===== config.mk =====
export PLATFORM = sky130hd
export DESIGN_NAME = daq_frame_sample_reassembler
export DESIGN_NICKNAME = d
export VERILOG_FILES = /design/src/rtl/dfsr_pkg.sv /design/src/rtl/dfsr_ctrl.sv /design/src/rtl/dfsr_datapath.sv /design/src/rtl/daq_frame_sample_reassembler.sv
export SDC_FILE = /design/constraint.sdc
export NUM_CORES = 1
export LEC_CHECK = 0
export ABC_AREA = 1
export BUFFER_PORTS_ARGS = -buffer_cell sky130_fd_sc_hd__buf_2
export CORE_ASPECT_RATIO = 1.2
export CORE_UTILIZATION = 45
export CTS_BUF_LIST = sky130_fd_sc_hd__clkbuf_8
export DETAILED_ROUTE_END_ITERATION = 8
export SKIP_LAST_GASP = 1
export SLEW_MARGIN = 10
export SYNTH_ARGS = -nofsm -noshare
export SYNTH_HDL_FRONTEND = slang
export SYNTH_SLANG_ARGS = --single-unit

===== constraint.sdc =====
create_clock -name aclk -period 2.7 [get_ports aclk]
set_clock_uncertainty 0.2 [all_clocks]
set_input_delay 0.135 -clock aclk [delete_from_list [all_inputs] [get_ports aclk]]
set_output_delay 0.135 -clock aclk [all_outputs]
set_load 0.1 [all_outputs]

===== src/rtl/dfsr_pkg.sv =====
// shared constants and types of the daq frame sample reassembler
package dfsr_pkg;

    localparam int MAX_CHANNELS = 8;
    localparam int BUFFER_SLOTS = 2;
    localparam int CHAN_W       = $clog2(MAX_CHANNELS);
    localparam int SLOT_W       = $clog2(BUFFER_SLOTS);

    typedef struct packed {
        logic [63:0] frame;
        logic [7:0]  source_node;
    } in_item_t;

    typedef struct packed {
        logic [15:0]        out_sample_index;
        logic [7:0]         out_node;
        logic [2:0]         out_channel;
        logic signed [31:0] out_value;
        logic               out_valid;
        logic [7:0]         out_channel_count;
        logic               out_last;
    } out_item_t;

    typedef struct packed {
        logic              accept;
        logic              load;
        logic [CHAN_W-1:0] chan;
        logic              last;
    } dfsr_cmd_t;

    typedef struct packed {
        logic complete;
    } dfsr_sts_t;

endpackage


===== src/rtl/dfsr_ctrl.sv =====
// controller: request acceptance and result run sequencing
module dfsr_ctrl (
    input  logic                aclk,
    input  logic                aresetn,
    input  logic                s_valid,
    output logic                s_ready,
    output logic                m_valid,
    input  logic                m_ready,
    input  dfsr_pkg::dfsr_sts_t sts,
    output dfsr_pkg::dfsr_cmd_t cmd
);

    typedef enum logic {
        ST_IDLE,
        ST_RUN
    } state_t;

    localparam logic [dfsr_pkg::CHAN_W-1:0] LAST_CHAN =
        dfsr_pkg::CHAN_W'(dfsr_pkg::MAX_CHANNELS - 1);

    state_t                      state_reg, state_next;
    logic [dfsr_pkg::CHAN_W-1:0] chan_reg, chan_next;
    logic                        m_valid_reg, m_valid_next;
    logic                        accept;
    logic                        load;

    assign s_ready = (state_reg == ST_IDLE);
    assign accept  = s_valid && s_ready;
    assign load    = (state_reg == ST_RUN) && (!m_valid_reg || m_ready);
    assign m_valid = m_valid_reg;

    assign cmd.accept = accept;
    assign cmd.load   = load;
    assign cmd.chan   = chan_reg;
    assign cmd.last   = (chan_reg == LAST_CHAN);

    always_comb begin
        state_next   = state_reg;
        chan_next    = chan_reg;
        m_valid_next = m_valid_reg;
        if (m_ready) begin
            m_valid_next = 1'b0;
        end
        if (load) begin
            m_valid_next = 1'b1;
        end
        case (state_reg)
            ST_IDLE: begin
                if (accept && sts.complete) begin
                    state_next = ST_RUN;
                    chan_next  = '0;
                end
            end
            ST_RUN: begin
                if (load) begin
                    chan_next = chan_reg + 1'b1;
                    if (chan_reg == LAST_CHAN) begin
                        state_next = ST_IDLE;
                    end
                end
            end
            default: begin
                state_next = ST_IDLE;
            end
        endcase
    end

    always_ff @(posedge aclk) begin
        if (!aresetn) begin
            state_reg   <= ST_IDLE;
            chan_reg    <= '0;
            m_valid_reg <= 1'b0;
        end else begin
            state_reg   <= state_next;
            chan_reg    <= chan_next;
            m_valid_reg <= m_valid_next;
        end
    end

endmodule


===== src/rtl/dfsr_datapath.sv =====
// datapath: two-slot sample buffer and result register
module dfsr_datapath (
    input  logic                aclk,
    input  logic                aresetn,
    input  dfsr_pkg::in_item_t  s_data,
    input  dfsr_pkg::dfsr_cmd_t cmd,
    output dfsr_pkg::dfsr_sts_t sts,
    output dfsr_pkg::out_item_t m_data
);

    logic [dfsr_pkg::SLOT_W-1:0]       ptr_reg;
    logic [15:0]                       index_reg    [dfsr_pkg::BUFFER_SLOTS];
    logic [dfsr_pkg::MAX_CHANNELS-1:0] validity_reg [dfsr_pkg::BUFFER_SLOTS];
    logic [7:0]                        node_reg     [dfsr_pkg::BUFFER_SLOTS];
    logic [31:0] values_reg [dfsr_pkg::BUFFER_SLOTS][dfsr_pkg::MAX_CHANNELS];
    logic [7:0]                        count_reg;
    dfsr_pkg::out_item_t               out_reg;

    logic [15:0]                       f_index;
    logic [7:0]                        f_chan;
    logic [7:0]                        f_count;
    logic [31:0]                       f_value;
    logic [dfsr_pkg::CHAN_W-1:0]       chan_sel;
    logic                              in_range;
    logic                              switch_slot;
    logic [dfsr_pkg::SLOT_W-1:0]       slot;
    logic [dfsr_pkg::MAX_CHANNELS-1:0] validity_new;

    assign f_index  = s_data.frame[15:0];
    assign f_chan   = s_data.frame[23:16];
    assign f_count  = s_data.frame[31:24];
    assign f_value  = s_data.frame[63:32];
    assign chan_sel = f_chan[dfsr_pkg::CHAN_W-1:0];
    assign in_range = (f_chan < 8'(dfsr_pkg::MAX_CHANNELS));

    assign switch_slot = (index_reg[ptr_reg] != f_index);
    assign slot        = switch_slot ? ~ptr_reg : ptr_reg;

    always_comb begin
        validity_new = switch_slot ? '0 : validity_reg[slot];
        if (in_range) begin
            validity_new[chan_sel] = 1'b1;
        end
    end

    assign sts.complete = in_range && (f_count != 8'd0) && (f_chan == f_count - 8'd1);

    always_ff @(posedge aclk) begin
        if (!aresetn) begin
            ptr_reg   <= '0;
            count_reg <= '0;
            for (int i = 0; i < dfsr_pkg::BUFFER_SLOTS; i++) begin
                index_reg[i]    <= '0;
                validity_reg[i] <= '0;
                node_reg[i]     <= '0;
                for (int j = 0; j < dfsr_pkg::MAX_CHANNELS; j++) begin
                    values_reg[i][j] <= '0;
                end
            end
        end else if (cmd.accept) begin
            ptr_reg            <= slot;
            index_reg[slot]    <= f_index;
            validity_reg[slot] <= validity_new;
            if (in_range) begin
                node_reg[slot]             <= s_data.source_node;
                values_reg[slot][chan_sel] <= f_value;
            end
            if (sts.complete) begin
                count_reg <= f_count;
            end
        end
    end

    // result register, payload only
    always_ff @(posedge aclk) begin
        if (cmd.load) begin
            out_reg.out_sample_index  <= index_reg[ptr_reg];
            out_reg.out_node          <= node_reg[ptr_reg];
            out_reg.out_channel       <= 3'(cmd.chan);
            out_reg.out_value         <= values_reg[ptr_reg][cmd.chan];
            out_reg.out_valid         <= validity_reg[ptr_reg][cmd.chan];
            out_reg.out_channel_count <= count_reg;
            out_reg.out_last          <= cmd.last;
        end
    end

    assign m_data = out_reg;

endmodule


===== src/rtl/daq_frame_sample_reassembler.sv =====
// top level of the daq frame sample reassembler
//
// the s_ channel takes one 8-byte frame (index, channel, count, value) and
// the sender's node id per request. the frame is written into the current
// slot of a two-slot sample buffer; a new sample index moves to the other
// slot and clears its validity mask first. frames for channels outside the
// buffer are dropped after the slot switch.
// a frame whose channel is the last one of its announced count triggers a
// run of eight results on the m_ channel, one per channel slot, out_last on
// the eighth. a frame that completes nothing leaves the s_ channel ready;
// a completing frame blocks it while the controller steps the channel
// counter through the buffer, one result per cycle into the output
// register. acceptance sets the run state, which loads the first result.
// when the receiver stalls, the run pauses with the output register held;
// the last result may wait there while the next frame is already taken.
// synchronous active-low reset clears m_valid, not the output payload, and
// sets both slots to sample index zero with values, node ids, masks cleared.
module daq_frame_sample_reassembler (
    input  logic                aclk,
    input  logic                aresetn,
    input  logic                s_valid,
    output logic                s_ready,
    input  dfsr_pkg::in_item_t  s_data,
    output logic                m_valid,
    input  logic                m_ready,
    output dfsr_pkg::out_item_t m_data
);

    dfsr_pkg::dfsr_cmd_t cmd;
    dfsr_pkg::dfsr_sts_t sts;

    dfsr_ctrl u_ctrl (
        .aclk    (aclk),
        .aresetn (aresetn),
        .s_valid (s_valid),
        .s_ready (s_ready),
        .m_valid (m_valid),
        .m_ready (m_ready),
        .sts     (sts),
        .cmd     (cmd)
    );

    dfsr_datapath u_datapath (
        .aclk    (aclk),
        .aresetn (aresetn),
        .s_data  (s_data),
        .cmd     (cmd),
        .sts     (sts),
        .m_data  (m_data)
    );

endmodule


# Word level (Yosys, flattened, before mapping)
# Memories as Yosys holds them, arrays and structs flattened. A register that Yosys moved wholly into a read port is not among the register bits.
# Index checks and enable logic that the tools add are counted.
[op_classes]
n_addsub = 2
order_cmp = 7
n_eq_ne = 5
mux = 48
n_bitwise = 5
reduce_logical = 17
[ops]
columns = ["cell", "n"]
rows = [
  ["2-to-1 mux 256 bit", 3],
  ["OR reduction 256 bit", 1],
  ["binary-select mux 32 bit (select 3 bit)", 1],
  ["demux 32 bit (select 3 bit)", 1],
  ["2-to-1 mux 32 bit", 3],
  ["2-to-1 mux 8 bit", 4],
  ["2-to-1 mux 1 bit", 29],
  ["2-to-1 mux 16 bit", 1],
  ["!= test 16 bit", 1],
  ["OR reduction 16 bit", 1],
  ["OR reduction 8 bit", 2],
  ["equality test 8 bit", 1],
  [">= comparator 4 bit (second input constant)", 2],
  ["< comparator 3 x 4 -> 1 bit (second input constant)", 2],
  ["< comparator 8 x 4 -> 1 bit (second input constant)", 1],
  ["NOT 3 -> 4 bit", 2],
  ["bitwise OR 8 bit", 1],
  ["nonzero test 8 bit", 1],
  ["subtractor 8 x 1 -> 8 bit (second input constant)", 1],
  ["logical AND 1 bit", 7],
  ["2-to-1 mux 3 bit", 2],
  ["one-hot mux 3 bit (2 select lines)", 1],
  ["< comparator 4 x 1 -> 1 bit (second input constant)", 1],
  ["!= test 2 bit (second input constant)", 2],
  ["11 further kinds", 13],
]
[word_totals]
reg_bits = 75
mem_bits_rw = 576
input_bits = 76
wordCells = 99
mem_count = 4
[memory_table]
columns = ["memory", "words", "width", "rd", "rd_clocked_by_memory_dff", "write_ports", "line", "source"]
rows = [
  ["u_datapath.values_reg", 2, 256, 1, 1, 2, "dfsr_datapath.sv:15", "logic [31:0] values_reg [dfsr_pkg::BUFFER_SLOTS][dfsr_pkg::MAX_CHANNELS];"],
  ["u_datapath.index_reg", 2, 16, 1, 1, 2, "dfsr_datapath.sv:12", "logic [15:0] index_reg [dfsr_pkg::BUFFER_SLOTS];"],
  ["u_datapath.node_reg", 2, 8, 1, 1, 2, "dfsr_datapath.sv:14", "logic [7:0] node_reg [dfsr_pkg::BUFFER_SLOTS];"],
  ["u_datapath.validity_reg", 2, 8, 2, 1, 2, "dfsr_datapath.sv:13", "logic [dfsr_pkg::MAX_CHANNELS-1:0] validity_reg [dfsr_pkg::BUFFER_SLOTS];"],
]

# Longest topological paths before layout
# Gate-level depths: netlist (run 1).
[depth]
word_depth = 8
ltp_mapped = 17
ltp_nobuf = 14

# Cells and area by module
# A second synthesis (run 1) with hierarchy kept.
[hier_totals]
hier_cells = 2477
hier_area_um2 = 27984.3
[by_module_without_submodules]
columns = ["module", "instances", "cells_per_inst", "area_per_inst_um2"]
rows = [
  ["dfsr_datapath", 1, 2439, 27709.1],
  ["dfsr_ctrl", 1, 38, 275.3],
]

# Worst setup path before layout (run 1)
# Ideal clock, no wire load.
[synth_path]
kind = "register to register"
start = "reg u_ctrl.state_reg"
end = "mem u_datapath.values_reg[0][0] in the netlist's numbering, enable pin"
arrival_ns = 2.647
required_ns = 2.111
path_slack_ns = -0.536
stages_incl_launch_ff = 9
n_path_buf = 1
period_less_slack_ns = 3.236
cell_sequence = "dfxtp_1 -> inv_2 -> nand2_1 -> nor2_2 -> inv_2 -> nor2_8 -> nand3_4 -> buf_2 -> nand2_1"
[synth_lines]
columns = ["item", "line", "source"]
rows = [
  ["start: declaration", "dfsr_ctrl.sv:21", "state_t state_reg, state_next;"],
  ["start signal: assignment", "dfsr_ctrl.sv:74", "state_reg <= state_next;"],
  ["end: declaration", "dfsr_datapath.sv:15", ""],
]

==> load_flow_metrics.sql, run 1 <==
INSERT INTO impl_metrics (metric_group, metric, value, unit) VALUES
('status', 'result_of_the_run', 'finished clean', ''),
('clock_network', 'clock_tree_from_tritoncts', 'yes', ''),
('yosys', 'netlist_instances', '2440', ''),
('layout', 'fill_cells', '5257', ''),
('critical_path', 'sort_of_element_at_the_end_of_the_critical_path', 'flip-flop', ''),
('placement', 'io_buffer_count', '146', ''),
('placement', 'dpl.cell_count', '3339', ''),
('placement', 'post_place_instance_area', '30400', 'µm²'),
('layout', 'areaGrowthSynthToFinish', '21.0', '%'),
('yosys', 'synthMostInstantiatedCell', 'nor2_1', ''),
('placement', 'routability_congestion_estimate', '0.856', ''),
('yosys', 'synth_top_family_by_area', 'simple AND/OR/NAND/NOR gates', ''),
('critical_path', 'critical_path_buf_inv_count', '3', ''),
('power', 'leakage', '12.9', 'nW'),
('floorplanning', 'fp.dieArea', '62800', 'µm²'),
('floorplanning', 'die_width', '229', 'µm'),
('yosys', 'yosys.area.top_type', 'edfxtp_1', ''),
('yosys', 'post_synthesis_xor_xnor_area_fraction', '0.00126', ''),
('layout', 'drive_gt1_frac', '0.165', ''),
('floorplanning', 'floorplan.initialDensity', '0.456', ''),
('sta', 'finalHoldViolCount', '0', ''),
('clock_network', 'number_of_cts_inserted_buffers', '103', ''),
('yosys', 'ys_seq_elements', '660', ''),
('layout', 'layout.nets', '2818', ''),
('clock_network', 'clkTransAtPathRegs', '0.07', 'ns'),
('layout', 'layout.cells.non_filler', '3630', ''),
('drt', 'vias_per_cell', '5.64', ''),
('drt', 'postRouteWirelength', '84.5', 'mm'),
('yosys', 'synth-seq-area-share', '0.707', ''),
('flow_run', 'drv.max_cap_violation_count', '0', ''),
('power', 'power_per_cell_area', '628', 'nW/µm²'),
('yosys', 'synth.yosys.warnings', '0', ''),
('sta', 'maxSlewHeadroom', '0.294', ''),
('floorplanning', 'top_level_ports', '147', ''),
('grt', 'grt_pass1_vias', '20356', ''),
('critical_path', 'cp_common_cell', 'nand2_1', ''),
('yosys', 'async_reset_ff_frac', '0', ''),
('placement', 'dp_hpwl', '45.8', 'mm'),
('sta', 'max_slew.worst_pin.slew', '1.06', 'ns'),
('clock_network', 'clock_tree.buffer_depth', '3', ''),
('layout', 'largest_reg_flops', '512', ''),
('clock_network', 'worstSkewPairLatency', '0.73', 'ns'),
('drt', 'avgRoutedWirePerCell', '23.3', 'µm'),
('sta', 'finalMaxSlewViolations', '0', ''),
('yosys', 'synth-compound-area-share', '0.100', ''),
('critical_path', 'critical_path_s_top_delay_family', 'simple AND/OR/NAND/NOR gates', ''),
('critical_path', 'crit_fanout', '11', ''),
('yosys', 'synthAdderAreaFrac', '0.00135', ''),
('clock_network', 'cts_num_sinks', '660', ''),
('clock_network', 'htree_num_levels', '3', ''),
('yosys', 'post_synth_mux_area_share', '0', ''),
('yosys', 'avgSynthCellArea', '11.4', 'µm²'),
('yosys', 'synth_top_cells_by_area', 'edfxtp_1 (70%), nor2_1 (9.3%), o21ai_0 (5.1%)', ''),
('sta', 'rsz0062_at_grt', 'yes', ''),
('sta', 'final_period_minus_worst_setup_slack', '2.64', 'ns'),
('sta', 'final-setup-viol-count', '0', ''),
('critical_path', 'crit_path_cell_trace', 'buf_12 -> nand2_1 -> nand3_1 -> nand2_1 -> nor2_2 -> nand2_1 -> nor2_4 -> nand3_4 -> nand2_8 -> buf_4 -> nand3_4 -> nand2_4 -> buf_12', ''),
('sta', 'post-route-worst-setup-slack', '0.0649', 'ns'),
('power', 'irDropWorstVdd', '336', 'µV'),
('yosys', 'post_synth_num_cell_types', '32', ''),
('grt', 'antenna_violations_before_repair', '1', ''),
('floorplanning', 'placement_rows', '99', ''),
('drt', 'detail_route.first_pass.iterations', '5', ''),
('grt', 'gr-total-overflow', '0', ''),
('critical_path', 'criticalPathCategory', 'reg2reg', ''),
('yosys', 'yosys_top_cell_area_share', '0.697', ''),
('grt', 'largest_net_degree_at_the_start_of_global_routing', '215', ''),
('critical_path', 'critPathArrivalTime', '2.82', 'ns'),
('floorplanning', 'chip_height', '274', 'µm'),
('drt', 'num_vias', '20461', ''),
('min_path', 'worst_hold_path_type', 'in2reg', '');
[cells by family (layout without fill, tap and decap cells)]
logic type               Yosys count  in the layout
AND/OR/NAND/NOR                 1015           1015
flip-flops                       660            660
XOR/XNOR                           4              4
adder cells (fa/ha/maj)            3              3
AO/OA/AOI/OAI                    457            457
buffers and inverters            301            682
other                              0              1
[worst paths after layout]
check	from	endpoint	slack, ns	cells after the start
hold / removal	s_data[36]	u_datapath.count_reg[4]	0.08	4
setup / recovery	flip-flop	u_datapath.values_reg[0][55]	0.06	13
hold reg to reg	u_datapath.count_reg[3]	u_datapath.m_data[4]	0.24	0
setup reg to reg	flip-flop	u_datapath.values_reg[0][55]	0.06	13
[layer usage]
metal	up-vias	global-route usage	part of all wire
li1	9206	-	-
met5	-	0	0
met3	160	0.0425	0.078
met2	974	0.443	0.49
met4	0	0.109	0.031
met1	10121	0.333	0.40
[worst min-delay path, stage by stage]
cell           delay (ns)
dlygate4sd3_1        0.52
buf_2                0.14
nor2_1               0.05
nor2_1               0.10
[report_power, final]
part           internal (W)  switching, W  leakage (nW)
clock network       0.00389       0.00396          1.07
registers            0.0116      0.000106          6.67
logic              0.000569       0.00106          5.16
[area by class of cell]
cell class	instances	area (µm²)	share of cell area
flip-flops and latches	660	19700	0.585
clock inverters	83	445	0.0132
clock buffers	104	1430	0.0425
diodes	1	2.50	0.0000744
multi-input cells	1479	7080	0.210
well taps	808	1010	0.0300
inverters	147	601	0.0178
repair inverters	1	8.76	0.000260
repair buffers	347	3390	0.101
[what timing repair did]
| item | 4_1_cts | 5_1_grt |
|---|---|---|
| gates cloned | 0 | 13 |
| hold buffers | 77 | 0 |
| hold endpoints to repair | 512 | 0 |
| buffers inserted | 3 | 10 |
| pin swaps | 1 | 1 |
| endpoints found under the setup margin | 92 | 668 |
| gates resized for setup | 0 | 29 |
[through the flow]
stage	total power [W]	utilization	hold slack (ns)	setup TNS [ns]
6_report	0.0211	0.552	0.0818	0
4_1_cts	0.0211	0.544	0.00366	-0.0229
3_3_place_gp	0.0133	0.500	0.215	-0.0817
5_1_grt	0.0219	0.552	0.0784	-11.03
3_5_place_dp	0.0133	0.500	0.223	-0.776
2_1_floorplan	0.0127	-	0.0699	-0.866
[cell usage in the layout (no fill, tap or decap), types with 10 or more instances in the layout]
cell type      count
edfxtp_1         645
nor2_1           683
dlygate4sd3_1     77
buf_2            146
nand3_1           61
clkbuf_16         10
o21ai_0          281
buf_12            55
o221ai_1          96
clkinv_1          34
inv_1            158
clkbuf_8         104
buf_4             44
nand2_2           18
nand2_1          221
buf_6             11
a21oi_1           10
o211ai_1          35
o22ai_1           33
clkinv_2          18
Note: power is estimated with default switching activity, not from simulation.
==> inputs of run 2 (changes only) <==
--- a/config.mk
+++ b/config.mk
@@ -11,6 +11,7 @@
 export CORE_UTILIZATION = 45
 export CTS_BUF_LIST = sky130_fd_sc_hd__clkbuf_8
 export DETAILED_ROUTE_END_ITERATION = 8
+export REMOVE_ABC_BUFFERS = 1
 export SKIP_LAST_GASP = 1
 export SLEW_MARGIN = 10
 export SYNTH_ARGS = -nofsm -noshare
==> load_flow_metrics.sql, run 2 (same netlist as run 1, synthesis figures left out) <==
INSERT INTO impl_metrics (metric_group, metric, value, unit) VALUES
('flow_run', 'drv.max_cap_violation_count', '0', ''),
('drt', 'postRouteWirelength', '85.1', 'mm'),
('critical_path', 'worstPathRequired', '3.01', 'ns'),
('grt', 'antenna_violations_before_repair', '1', ''),
('floorplanning', 'top_level_ports', '147', ''),
('clock_network', 'clkTransAtPathRegs', '0.06', 'ns'),
('placement', 'post_place_instance_area', '30700', 'µm²'),
('clock_network', 'clock_tree_from_tritoncts', 'yes', ''),
('placement', 'dp_hpwl', '47.2', 'mm'),
('layout', 'layout.nets', '2864', ''),
('critical_path', 'criticalPathCategory', 'reg2reg', ''),
('floorplanning', 'floorplan.initialDensity', '0.456', ''),
('sta', 'final-setup-viol-count', '0', ''),
('min_path', 'worst_hold_path_type', 'in2reg', ''),
('grt', 'grt_pass1_wl', '122', 'mm'),
('sta', 'final_period_minus_worst_setup_slack', '2.61', 'ns'),
('layout', 'largest_reg_flops', '512', ''),
('clock_network', 'htree_num_levels', '3', ''),
('floorplanning', 'placement_rows', '99', ''),
('layout', 'layout_commonest_cell', 'nor2_1', ''),
('drt', 'vias_per_cell', '5.60', ''),
('sta', 'post-route-worst-setup-slack', '0.0859', 'ns'),
('status', 'result_of_the_run', 'finished clean', ''),
('drt', 'drt_first_iter_violations', '2538', ''),
('sta', 'finalHoldViolCount', '0', ''),
('drt', 'detail_route.first_pass.iterations', '6', ''),
('grt', 'largest_net_degree_at_the_start_of_global_routing', '269', ''),
('sta', 'finalMaxSlewViolations', '0', ''),
('layout', 'layout.cells.most_common_list', 'nor2_1 (684), edfxtp_1 (645), o21ai_0 (281)', ''),
('grt', 'grt_pass1_vias', '20448', ''),
('drt', 'drt.antenna.violating_nets', '0', ''),
('layout', 'drive_gt1_frac', '0.177', ''),
('power', 'power_per_cell_area', '631', 'nW/µm²'),
('power', 'irDropWorstVdd', '467', 'µV'),
('drt', 'num_vias', '20606', ''),
('clock_network', 'cts_num_sinks', '660', ''),
('clock_network', 'worstSkewPairLatency', '0.73', 'ns'),
('layout', 'areaGrowthSynthToFinish', '22.3', '%'),
('layout', 'layout_utilization', '0.558', ''),
('critical_path', 'critPathArrivalTime', '2.92', 'ns'),
('sta', 'maxSlewHeadroom', '0.205', ''),
('clock_network', 'clock_tree.buffer_depth', '3', ''),
('placement', 'placement.setup.worst_slack', '0.0827', 'ns'),
('clock_network', 'number_of_cts_inserted_buffers', '105', ''),
('layout', 'fill_cells', '5211', ''),
('critical_path', 'start_kind', 'flip-flop', ''),
('grt', 'grtUsageTotal', '0.259', ''),
('sta', 'fmax', '383', 'MHz'),
('floorplanning', 'chip_height', '274', 'µm'),
('sta', 'rsz0062_at_grt', 'yes', ''),
('sta', 'fin_crit_sh', '0.968', ''),
('grt', 'gr-total-overflow', '0', ''),
('drt', 'avgRoutedWirePerCell', '23.1', 'µm'),
('min_path', 'hold_path_startpoint', 'aresetn', ''),
('placement', 'io_buffer_count', '146', ''),
('placement', 'routability_congestion_estimate', '0.835', ''),
('floorplanning', 'coreArea', '60900', 'µm²'),
('placement', 'dpl.cell_count', '3390', ''),
('power', 'leakage', '13.2', 'nW'),
('critical_path', 'sort_of_element_at_the_end_of_the_critical_path', 'flip-flop', ''),
('sta', 'max_slew.worst_pin.slew', '1.19', 'ns'),
('critical_path', 'crit_fanout', '256', ''),
('clock_network', 'clk_root_buffer_cell', 'clkbuf_8', ''),
('floorplanning', 'fp.dieArea', '62800', 'µm²'),
('layout', 'layout.cells.non_filler', '3681', ''),
('layout', 'finalInstanceArea', '34000', 'µm²'),
('floorplanning', 'die_width', '229', 'µm'),
('drt', 'drt_drc_violations_left', '0', '');
run 2: changes by cell type in the layout (fill, tap and decap cells not counted), moves of 5 or more:
cell,delta
nand2_1,+9
clkbuf_8,+6
buf_12,-7
buf_4,+53
nand2_2,-8
inv_2,+5
clkbuf_16,+5
run 2: timing repair:
action / in CTS / in global routing
hold buffers: 76 / 0
hold endpoints to repair: 595 / 0
gates resized for setup: 0 / 38
setup endpoints to repair: 0 / 699
buffers inserted: 0 / 4
run 2: final timing paths:
check                          end  slack [ns]  cells after the start
max          u_datapath.m_data[27]        0.09                      5
max reg2reg  u_datapath.m_data[27]        0.09                      5
min reg2reg   u_datapath.m_data[7]        0.23                      0
min                 u_ctrl.m_valid        0.06                      4
run 2: metrics by stage:
step	hold WS [ns]	total power, W	TNS, ns
after CTS	0.00624	0.0215	0
after global routing	0.0668	0.0221	-1.50
final	0.0606	0.0215	0
after detailed placement	0.218	0.0133	0
after floorplan	0.0554	0.0126	-6286.44
after global placement	0.215	0.0133	0
run 2: layout make-up:
type | instances | area [µm²] | area share
sequential | 660 | 19700 | 0.579
multi-input combinational | 1479 | 7070 | 0.208
timing repair buffer | 392 | 3690 | 0.108
clock buffer | 110 | 1510 | 0.0445
tap | 808 | 1010 | 0.0297
inverter | 147 | 572 | 0.0168
clock inverter | 84 | 457 | 0.0134
antenna | 1 | 2.50 | 0.0000736
run 2: power breakdown:
part	switching, W	internal, W
Clock	0.00408	0.00407
Combinational	0.00108	0.000563
Sequential	0.000104	0.0116
run 2: per-layer routing:
layer  vias up  wire (µm)  GRT usage
met5         -          0          0
met3       168       7670     0.0423
met4         0       2540     0.0956
li1       9268          -          -
met2      1081      41900      0.447
met1     10089      32900      0.327
run 2: worst max-delay path: stages (launching register included):
cell      delay, ns
dfxtp_4        0.43
buf_12         0.72
o21ai_0        0.31
o221ai_1       0.26
o211ai_1       0.15
nand2_1        0.22
